`src/hw/rtl/tkit_pkg.sv`:
```
// shared types and constants for the two-key interning table
`default_nettype none
package tkit_pkg;
    localparam int CONCEPT_BITS   = 16;
    localparam int RELATION_BITS  = 16;
    localparam int SLOT_COUNT     = 256;
    localparam int SINGLE_ENTRIES = 128;
    localparam int PAIR_ENTRIES   = 128;
    localparam int SLOT_W         = $clog2(SLOT_COUNT + 1);
    localparam int SIDX_W         = $clog2(SINGLE_ENTRIES);
    localparam int PIDX_W         = $clog2(PAIR_ENTRIES);
    localparam int SFILL_W        = $clog2(SINGLE_ENTRIES + 1);
    localparam int PFILL_W        = $clog2(PAIR_ENTRIES + 1);
    localparam int IDX_W          = (SIDX_W > PIDX_W) ? SIDX_W : PIDX_W;
    localparam int FILL_W         = (SFILL_W > PFILL_W) ? SFILL_W : PFILL_W;
    localparam int PKEY_W         = CONCEPT_BITS + RELATION_BITS;

    localparam logic [1:0] ST_FOUND    = 2'd0;
    localparam logic [1:0] ST_INSERTED = 2'd1;
    localparam logic [1:0] ST_MISSING  = 2'd2;
    localparam logic [1:0] ST_FULL     = 2'd3;

    typedef struct packed {
        logic           load;
        logic           scan;
        logic           insert;
        logic [IDX_W-1:0] idx;
    } t_dp_cmd;

    typedef struct packed {
        logic             hit;
        logic             ins;
        logic [FILL_W-1:0] fill;
        logic             full;
        logic [7:0]       slot;
    } t_dp_stat;
endpackage
`default_nettype wire

```
`src/hw/rtl/tkit_if.sv`:
```
// valid/ready channel interfaces for request and result items
`default_nettype none
interface tkit_req_if;
    logic        valid;
    logic        ready;
    logic        command;
    logic        key_kind;
    logic [15:0] concept_key;
    logic [15:0] relation_key;
    modport source (output valid, command, key_kind, concept_key, relation_key, input ready);
    modport sink (input valid, command, key_kind, concept_key, relation_key, output ready);
endinterface

interface tkit_rsp_if;
    logic       valid;
    logic       ready;
    logic [1:0] status;
    logic [7:0] slot_number;
    modport source (output valid, status, slot_number, input ready);
    modport sink (input valid, status, slot_number, output ready);
endinterface
`default_nettype wire

```
`src/hw/rtl/tkit_ctrl.sv`:
```
// sequencer: accepts a request, scans the key table, decides and emits the result
`default_nettype none
module tkit_ctrl (
    input  wire                     i_clk,
    input  wire                     i_rst_n,
    tkit_req_if.sink                req,
    tkit_rsp_if.source              rsp,
    input  wire tkit_pkg::t_dp_stat i_stat,
    output tkit_pkg::t_dp_cmd       o_cmd
);
    localparam logic [1:0] S_IDLE = 2'd0;
    localparam logic [1:0] S_SCAN = 2'd1;
    localparam logic [1:0] S_DRAIN = 2'd2;
    localparam logic [1:0] S_DONE = 2'd3;

    logic [1:0]                r_state, n_state;
    logic [tkit_pkg::FILL_W-1:0] r_idx, n_idx;
    logic                      r_valid;
    logic [1:0]                r_status;
    logic [7:0]                r_slot;
    logic                      w_take;

    assign req.ready = (r_state == S_IDLE) && (!r_valid || rsp.ready);
    assign w_take = req.valid && req.ready;
    assign rsp.valid = r_valid;
    assign rsp.status = r_status;
    assign rsp.slot_number = r_slot;

    always_comb begin
        n_state = r_state;
        n_idx = r_idx;
        o_cmd.load = w_take;
        o_cmd.scan = 1'b0;
        o_cmd.insert = 1'b0;
        o_cmd.idx = r_idx[tkit_pkg::IDX_W-1:0];
        case (r_state)
            S_IDLE: begin
                n_idx = '0;
                if (w_take) n_state = S_SCAN;
            end
            S_SCAN: begin
                if (i_stat.hit || r_idx >= i_stat.fill) n_state = S_DRAIN;
                else begin
                    o_cmd.scan = 1'b1;
                    n_idx = r_idx + 1'b1;
                end
            end
            S_DRAIN: n_state = S_DONE;
            S_DONE: begin
                n_state = S_IDLE;
                o_cmd.insert = !i_stat.hit && i_stat.ins && !i_stat.full;
            end
            default: n_state = S_IDLE;
        endcase
    end

    always_ff @(posedge i_clk) begin
        if (!i_rst_n) begin
            r_state <= S_IDLE;
            r_idx   <= '0;
            r_valid <= 1'b0;
        end else begin
            r_state <= n_state;
            r_idx   <= n_idx;
            if (r_state == S_DONE) r_valid <= 1'b1;
            else if (rsp.ready) r_valid <= 1'b0;
        end
    end

    always_ff @(posedge i_clk) begin
        if (r_state == S_DONE) begin
            if (i_stat.hit) begin
                r_status <= tkit_pkg::ST_FOUND;
                r_slot   <= i_stat.slot;
            end else if (!i_stat.ins) begin
                r_status <= tkit_pkg::ST_MISSING;
                r_slot   <= '0;
            end else if (i_stat.full) begin
                r_status <= tkit_pkg::ST_FULL;
                r_slot   <= '0;
            end else begin
                r_status <= tkit_pkg::ST_INSERTED;
                r_slot   <= i_stat.slot;
            end
        end
    end
endmodule
`default_nettype wire

```
`src/flat_wrapper.sv`:
```
// flat-port wrapper written by rule: the top's interface ports become plain ports
module tkit_ctrl_flat 
  (i_clk, i_rst_n, i_stat, o_cmd, req_valid, req_command, req_key_kind, req_concept_key, req_relation_key, req_ready, rsp_valid, rsp_status, rsp_slot_number, rsp_ready);
  tkit_req_if req_i ();
  tkit_rsp_if rsp_i ();
  input  wire i_clk;
  input  wire i_rst_n;
  input  wire tkit_pkg::t_dp_stat i_stat;
  output tkit_pkg::t_dp_cmd o_cmd;
  input wire logic [$bits(req_i.valid)-1:0] req_valid;
  input wire logic [$bits(req_i.command)-1:0] req_command;
  input wire logic [$bits(req_i.key_kind)-1:0] req_key_kind;
  input wire logic [$bits(req_i.concept_key)-1:0] req_concept_key;
  input wire logic [$bits(req_i.relation_key)-1:0] req_relation_key;
  output wire logic [$bits(req_i.ready)-1:0] req_ready;
  output wire logic [$bits(rsp_i.valid)-1:0] rsp_valid;
  output wire logic [$bits(rsp_i.status)-1:0] rsp_status;
  output wire logic [$bits(rsp_i.slot_number)-1:0] rsp_slot_number;
  input wire logic [$bits(rsp_i.ready)-1:0] rsp_ready;
  assign req_i.valid = req_valid;
  assign req_i.command = req_command;
  assign req_i.key_kind = req_key_kind;
  assign req_i.concept_key = req_concept_key;
  assign req_i.relation_key = req_relation_key;
  assign req_ready = req_i.ready;
  assign rsp_valid = rsp_i.valid;
  assign rsp_status = rsp_i.status;
  assign rsp_slot_number = rsp_i.slot_number;
  assign rsp_i.ready = rsp_ready;
  tkit_ctrl u_core (.i_clk(i_clk), .i_rst_n(i_rst_n), .req(req_i), .rsp(rsp_i), .i_stat(i_stat), .o_cmd(o_cmd));
endmodule
```
`config.mk`:
```
export PLATFORM = sky130hd
export DESIGN_NAME = tkit_ctrl_flat
export DESIGN_NICKNAME = d
export VERILOG_FILES = /design/src/hw/rtl/tkit_pkg.sv /design/src/hw/rtl/tkit_if.sv /design/src/hw/rtl/tkit_ctrl.sv /design/src/flat_wrapper.sv
export SDC_FILE = /design/constraint.sdc
export NUM_CORES = 1
export LEC_CHECK = 0
export CAP_MARGIN = 20
export CORE_UTILIZATION = 66
export CTS_CLUSTER_DIAMETER = 200
export DETAILED_ROUTE_END_ITERATION = 8
export DONT_BUFFER_PORTS = 1
export PLACE_DENSITY = 0.82
export SLEW_MARGIN = 20
export SYNTH_ARGS = -nofsm -noshare
export SYNTH_HDL_FRONTEND = slang
export SYNTH_SLANG_ARGS = --single-unit
```
`constraint.sdc`:
```
create_clock -name i_clk -period 5.1 [get_ports i_clk]
set_input_delay 1.02 -clock i_clk [delete_from_list [all_inputs] [get_ports i_clk]]
set_output_delay 1.02 -clock i_clk [all_outputs]
set_load 0.01 [all_outputs]
```
== Yosys cells after proc, flatten, opt, wreduce, memory -nomap -nowiden ==
Cells that the tools add are included.
Word-level totals
  flip-flop bits (word level): 21
  output and inout bits: 22
Cells by class
  $add $sub $neg: 1
  magnitude comparators: 1
  equal/unequal tests: 6
  muxes and demuxes: 15
  bitwise operators: 1
  reduce and logical (&&, ||, !) cells: 15
Operators with widths (count)
  $mux W8: 4
  $pmux W8 S2: 1
  $add A8 B1 Y8 const B: 1
  $ge A8 B8 Y1: 1
  $mux W2: 4
  $pmux W2 S4: 1
  $mux W1: 5
  $eq A2 B2 Y1 const B: 2
  $logic_and A1 B1 Y1: 4
  $ne A2 B1 Y1 const B: 2
  $reduce_and A2 Y1: 2
  $reduce_bool A2 Y1: 2
  $logic_not A1 Y1: 3
  $eq A2 B1 Y1 const B: 1
  $logic_not A2 Y1: 1
  $logic_or A1 B1 Y1: 2
  $ne A2 B2 Y1 const B: 1
  $reduce_or A2 Y1: 1
  $not A1 Y1: 1

== Logic depth before layout (Yosys ltp) ==
Gate-level depths: netlist of the first run.
  depth after elaboration: 6
  mapped depth: 8
  gate-level depth less buffers: 7

== Worst setup path after synthesis of the first run ==
No wires, ideal clock.
  path kind: input to output
  from: input port i_stat[14] in the netlist's numbering
  to: output port o_cmd[8] in the netlist's numbering
  data arrival time: 2136 ps
  setup slack: 1944 ps
  stages: 7
  buffers on the path: 1
  cell sequence: inv_1 -> ha_1 -> a211oi_2 -> nand2_1 -> o21a_1 -> buf_6 -> nor2_1
RTL lines
  start, declared: line flat_wrapper.sv:8  | input wire tkit_pkg::t_dp_stat i_stat;
  end, declared: line flat_wrapper.sv:9  | output tkit_pkg::t_dp_cmd o_cmd;

==> flow_summary.toml, run 1 <==
[yosys]
synth_flop_cell = "dfxtp_1"
yosysTopAreaCell = "edfxtp_1"
ys_ff_latch = 21
synth-xor-area-share_pct = 0
syn_nets = 211
synth-adder-area-share_pct = 12.5
synth.area.mux_share_pct = 0.766
synth_cells = 141
syn-cell-area_um2 = 1310
synth_top_family_by_area = "simple AND/OR/NAND/NOR gates"
seq_area_frac_synth_pct = 39.8
yosysMostFrequentCell = "inv_1"
synth-compound-area-share_pct = 15.2
synth-simple-area-share_pct = 20.8
synthDistinctLibCells = 38
synth_top_area_share_pct = 23.0
netlist_top_cells_area = "edfxtp_1 (23%), dfxtp_1 (17%), ha_1 (12%)"
avgSynthCellArea_um2 = 9.26
synth_common_cells = "inv_1 (16), ha_1 (13), dfxtp_1 (11), nand2_1 (11)"
synthArstFlopShare_pct = 0
synth_edf_count = 10
ys_warn_count = 0

[timing]
fin_crit_ns = 3.25
rsz0062_at_grt = "false"
hold_viol_final = 0
max_freq_mhz = 308
whs_ns = 0.516
period_share_pct = 63.7
clock-skew-final_ns = 0.00867
slew_headroom_pct = 58.4
layout_setup_ws_ns = 1.85
worst_slew_pin_slew_ns = 0.625
tns_ns = 0
maxSlewViolCount = 0
setup_viol = 0

[clock_tree]
clock_path_buffers = 2
post_cts_resized = 0
path_clk_slew_ns = 0.12
htreeDepth = 1
cts_buffers = 3
cts_tree = "done"
ctsHoldBuffers = 0
clock_latency_ns = 0.30
numClockSinks = 21
cts_setup_buffers = 0
root_buffer = "clkbuf_4"

[detailed_routing]
vias = 973
vias_per_cell = 6.12
wire_per_inst_um = 14.1
drc = 0
routed_wl_um = 2240
ant_nets = 0
drtIter0Drc = 22
first_pass_iters = 4

[grt]
grt_start_max_net_pins = 14
grtUsageMet1_pct = 33.1
grt_pass1_wl_um = 3460
overflow = 0
grt_use_met2_pct = 33.3
antenna_found_initial = 0
gr-max-usage-layer = "met2"
grt_usage_pct = 22.4
grt_pass1_vias = 796
gr-usage-met3_pct = 5.10

[final_layout]
finalInstanceArea_um2 = 1280
final_cells = 159
final_layout_size_suffix_gt1_share_pct = 5.22
nNetsFinal = 205
area_growth_pct = -1.82
diodes = 0

[worst_setup_path]
cp.required_ns = 4.08
cp_top_family = "compound AO/OA/AOI/OAI gates"
crit_arrival_ns = 2.23
rr_worst_depth = 6
worst_setup_path_end_kind = "primary output"
critPathSlowestCell = "ha_1"
worstSetupStartpointType = "input port"
ff2ff_setup_slack_ns = 2.83
path_cells = "inv_1 > ha_1 > a211oi_2 > nand2_1 > o21a_1 > nor2_1"
cp_max_fo = 12
regToRegEndpoint = "u_core.r_state[0]"
cp_slowest_stage_delay_ns = 0.31
reg2reg_from = "u_core.r_idx[5]"
crit_type = "in2out"
crit_buf_inv = 1

[place]
place_congestion = 0.813
portBuffers = 0
dp.final_hpwl_um = 1740
place_inst = 155
place_ws_ns = 1.85
placed_cell_area_um2 = 1250

[die]
dieArea_um2 = 2160
io_pins = 79
die_width_um = 46.5
fp.dieH_um = 46.5
placementRows = 15
coreArea_um2 = 1780
initial_core_util_pct = 73.3

[worst_hold_path]
holdCritPathClass = "reg2reg"
min_to = "u_core.r_state[1]"
holdPathStages = 2
hp-start = "u_core.r_state[1]"

[outcome]
status = "finished, final reports clean"

[run]
maxCapViolCount = 0

[pwr]
vdd_drop_max_mv = 0.277
leakagePower_nw = 0.537
power.density_nw_per_um2 = 327
metrics by stage:
stage	power (mW)	utilization [%]
after global placement	0.340	70.4
final	0.420	71.9
after floorplan	0.329	-
after CTS	0.423	71.9
after global routing	0.451	71.9
after detailed placement	0.345	70.4
routing by layer:
layer  share of wire (%)  vias to the layer above
met2                  46                       39
met4                0.36                        0
li1                    -                      485
met3                 5.7                        2
met1                  48                      447
met5                   0                        -
how the worst max path moves through the flow:
stage                    start  endpoint  slack, ns  cells past startpoint
finish              i_stat[14]  o_cmd[8]       1.85                      6
global route        i_stat[14]  o_cmd[8]       1.75                      6
CTS                 i_stat[14]  o_cmd[8]       1.85                      6
detailed placement  i_stat[14]  o_cmd[8]       1.85                      6
global placement    i_stat[14]  o_cmd[8]       1.87                      6
floorplan           i_stat[14]  o_cmd[8]       1.94                      7
registers in the layout, indices dropped and copies added, names as in the netlist:
register / cells
u_core.r_idx: 8
u_core.rsp.slot_number: 8
u_core.r_state: 2
u_core.rsp.status: 2
u_core.rsp.valid: 1
power by group:
group | leakage [nW] | total (mW) | internal, mW | switching (mW)
Clock | 0.0177 | 0.0778 | 0.0292 | 0.0486
Combinational | 0.339 | 0.130 | 0.0490 | 0.0813
Sequential | 0.180 | 0.212 | 0.195 | 0.0168
final cells by class:
type                       instances  area [µm²]
multi-input combinational         93         643
sequential                        21         520
fill                             134         500
inverter                          16        60.1
tap                               25        31.3
clock buffer                       3        22.5
clock inverter                     1        5.00
cell families after synthesis:
| group | after synthesis |
|---|---|
| flip-flops | 21 |
| AO/OA/AOI/OAI | 28 |
| adder cells (fa/ha/maj) | 13 |
| buffers and inverters | 27 |
| AND/OR/NAND/NOR | 51 |
| multiplexers | 1 |
cell usage in the layout (no fill, tap or decap), types with 2 or more instances in the layout:
master	synthesis	final
o211ai_1	3	3
clkbuf_4	0	3
o2111ai_1	2	2
and3_1	4	4
or4_1	2	2
a21oi_1	6	6
ha_1	13	13
nand2_1	11	11
edfxtp_1	10	10
nor2b_1	10	10
dfxtp_1	11	11
inv_1	16	16
nor2_1	4	4
o31ai_1	2	2
o21ai_0	4	4
nor3_1	2	2
nand3_1	9	9
nand4_1	3	3
worst min-delay path, stage by stage, from the launching register on:
cell,delay [ns]
dfxtp_1,0.36
nand2_1,0.07
mux2i_1,0.06
No activity file was read; power rests on OpenSTA's default activity.
==> run 2: changes to the inputs <==
--- a/config.mk
+++ b/config.mk
@@ -6,11 +6,11 @@
 export NUM_CORES = 1
 export LEC_CHECK = 0
 export CAP_MARGIN = 20
-export CORE_UTILIZATION = 66
+export CORE_UTILIZATION = 56
 export CTS_CLUSTER_DIAMETER = 200
 export DETAILED_ROUTE_END_ITERATION = 8
 export DONT_BUFFER_PORTS = 1
-export PLACE_DENSITY = 0.82
+export PLACE_DENSITY = 0.74
 export SLEW_MARGIN = 20
 export SYNTH_ARGS = -nofsm -noshare
 export SYNTH_HDL_FRONTEND = slang
==> constraint.sdc (replaced) <==
create_clock -name i_clk -period 2.63 [get_ports i_clk]
set_input_delay 0.526 -clock i_clk [delete_from_list [all_inputs] [get_ports i_clk]]
set_output_delay 0.526 -clock i_clk [all_outputs]
set_load 0.01 [all_outputs]
==> flow_summary.toml, run 2 (synthesis gave the netlist of run 1 again) <==
[outcome]
status = "finished, final reports clean"

[place]
dp.final_hpwl_um = 1880
placed_cell_area_um2 = 1280
portBuffers = 0
place_congestion = 0.744

[run]
maxCapViolCount = 0

[worst_setup_path]
cp.required_ns = 2.10
reg2reg_from = "u_core.r_idx[1]"
worstSetupStartpointType = "flop"
cp_max_fo = 12
critPathLaunch = "u_core.r_idx[1]"
critPathSlowestCell = "dfxtp_1"
path_cells = "ha_1 > o211ai_1 > a21oi_1 > o21a_1 > nor2_2"
crit_type = "reg2out"
crit_arrival_ns = 1.93
crit_buf_inv = 0
cp_top_family = "flip-flops"
worst_setup_path_end_kind = "primary output"
cp_slowest_stage_delay_ns = 0.54

[timing]
hold_viol_final = 0
tns_ns = 0
rsz0062_at_grt = "false"
slew_headroom_pct = 57.1
clock-skew-final_ns = 0.00673
max_freq_mhz = 406
fin_crit_ns = 2.46
setup_viol = 0
maxSlewViolCount = 0
worst_slew_pin_slew_ns = 0.643
period_share_pct = 93.5

[detailed_routing]
ant_nets = 0
drc = 0
first_pass_iters = 4
drtIter0Drc = 24
vias = 975
wire_per_inst_um = 14.6
routed_wl_um = 2410
vias_per_cell = 5.91

[clock_tree]
numClockSinks = 21
path_clk_slew_ns = 0.13
clock_path_buffers = 2
clock_latency_ns = 0.32
cts_tree = "done"
root_buffer = "clkbuf_4"
htreeDepth = 1
cts_buffers = 3

[die]
fp.dieH_um = 50.3
coreArea_um2 = 2210
die_width_um = 50.3
io_pins = 79
initial_core_util_pct = 59.0
dieArea_um2 = 2530
placementRows = 17

[final_layout]
finalInstanceArea_um2 = 1310
diodes = 0
final_util_pct = 59.4
mostFrequentLayoutCell = "inv_1"
area_growth_pct = 0.575
final_layout_size_suffix_gt1_share_pct = 9.49
nNetsFinal = 208
final_cell_mix = "inv_1 (16), ha_1 (13), nand2_1 (11)"

[pwr]
power.density_nw_per_um2 = 636
leakagePower_nw = 0.552
vdd_drop_max_mv = 0.413

[grt]
grt_usage_pct = 20.0
antenna_found_initial = 0
overflow = 0
grt_pass1_vias = 897
grt_pass1_wl_um = 3810
grt_start_max_net_pins = 14

[worst_hold_path]
holdCritPathClass = "in2reg"
hp-start = "i_rst_n"
==> run 2: cell types whose count changed in the layout (fill, tap and decap cells not counted), sizes merged <==
cell,before,now
buf,0,3
==> run 2: power by group <==
part	leakage [nW]	internal [mW]	total [mW]	switching, mW
Sequential	0.181	0.379	0.410	0.0318
Combinational	0.353	0.0978	0.260	0.163
Clock	0.0177	0.0570	0.165	0.108
==> run 2: layout make-up <==
type,count,area [µm²]
Timing Repair Buffer,3,22.5
Clock inverter,1,5.00
Inverter,16,60.1
Clock buffer,3,22.5
Multi-Input combinational cell,93,646
Fill cell,192,898
Sequential cell,21,523
Tap cell,28,35.0
==> run 2: path summary, 6_finish.rpt <==
path,cells after the start,slack [ns],to
max,5,0.17,o_cmd[8]
min,2,0.31,u_core.r_idx[3]
max reg2reg,6,0.53,u_core.r_idx[3]
min reg2reg,2,0.52,u_core.r_state[1]
==> run 2: routing by layer <==
| metal | GRT usage [%] | vias to the layer above | share of wire, % |
|---|---|---|---|
| met4 | 10.6 | 0 | 2.0 |
| met3 | 4.24 | 5 | 5.8 |
| met2 | 33.6 | 33 | 49 |
| li1 | - | 487 | - |
| met1 | 23.8 | 450 | 43 |
| met5 | 0 | - | 0 |
==> run 2: through the flow <==
step	hold slack, ns	setup WS, ns	std cells	power (mW)
4_1_cts	0.309	0.00910	165	0.836
6_report	0.311	0.170	165	0.835
3_5_place_dp	0.510	0.335	161	0.679
5_1_grt	0.328	0.0659	165	0.880
2_1_floorplan	0.468	0.462	141	0.638
3_3_place_gp	0.479	0.374	161	0.661
==> run 2: repair_timing <==
item / 4_1_cts / 5_1_grt
resized for setup: 0 / 3
hold buffers: 0 / 0
endpoints found under the setup margin: 0 / 1
buffers inserted: 0 / 0
==> run 2: worst reg2reg max path: stages (launching register included) <==
cell and delay (ns):
dfxtp_1 0.54, ha_1 0.30, o211ai_1 0.15, a21oi_1 0.07, o21a_1 0.32, or4_1 0.51, a21oi_1 0.15
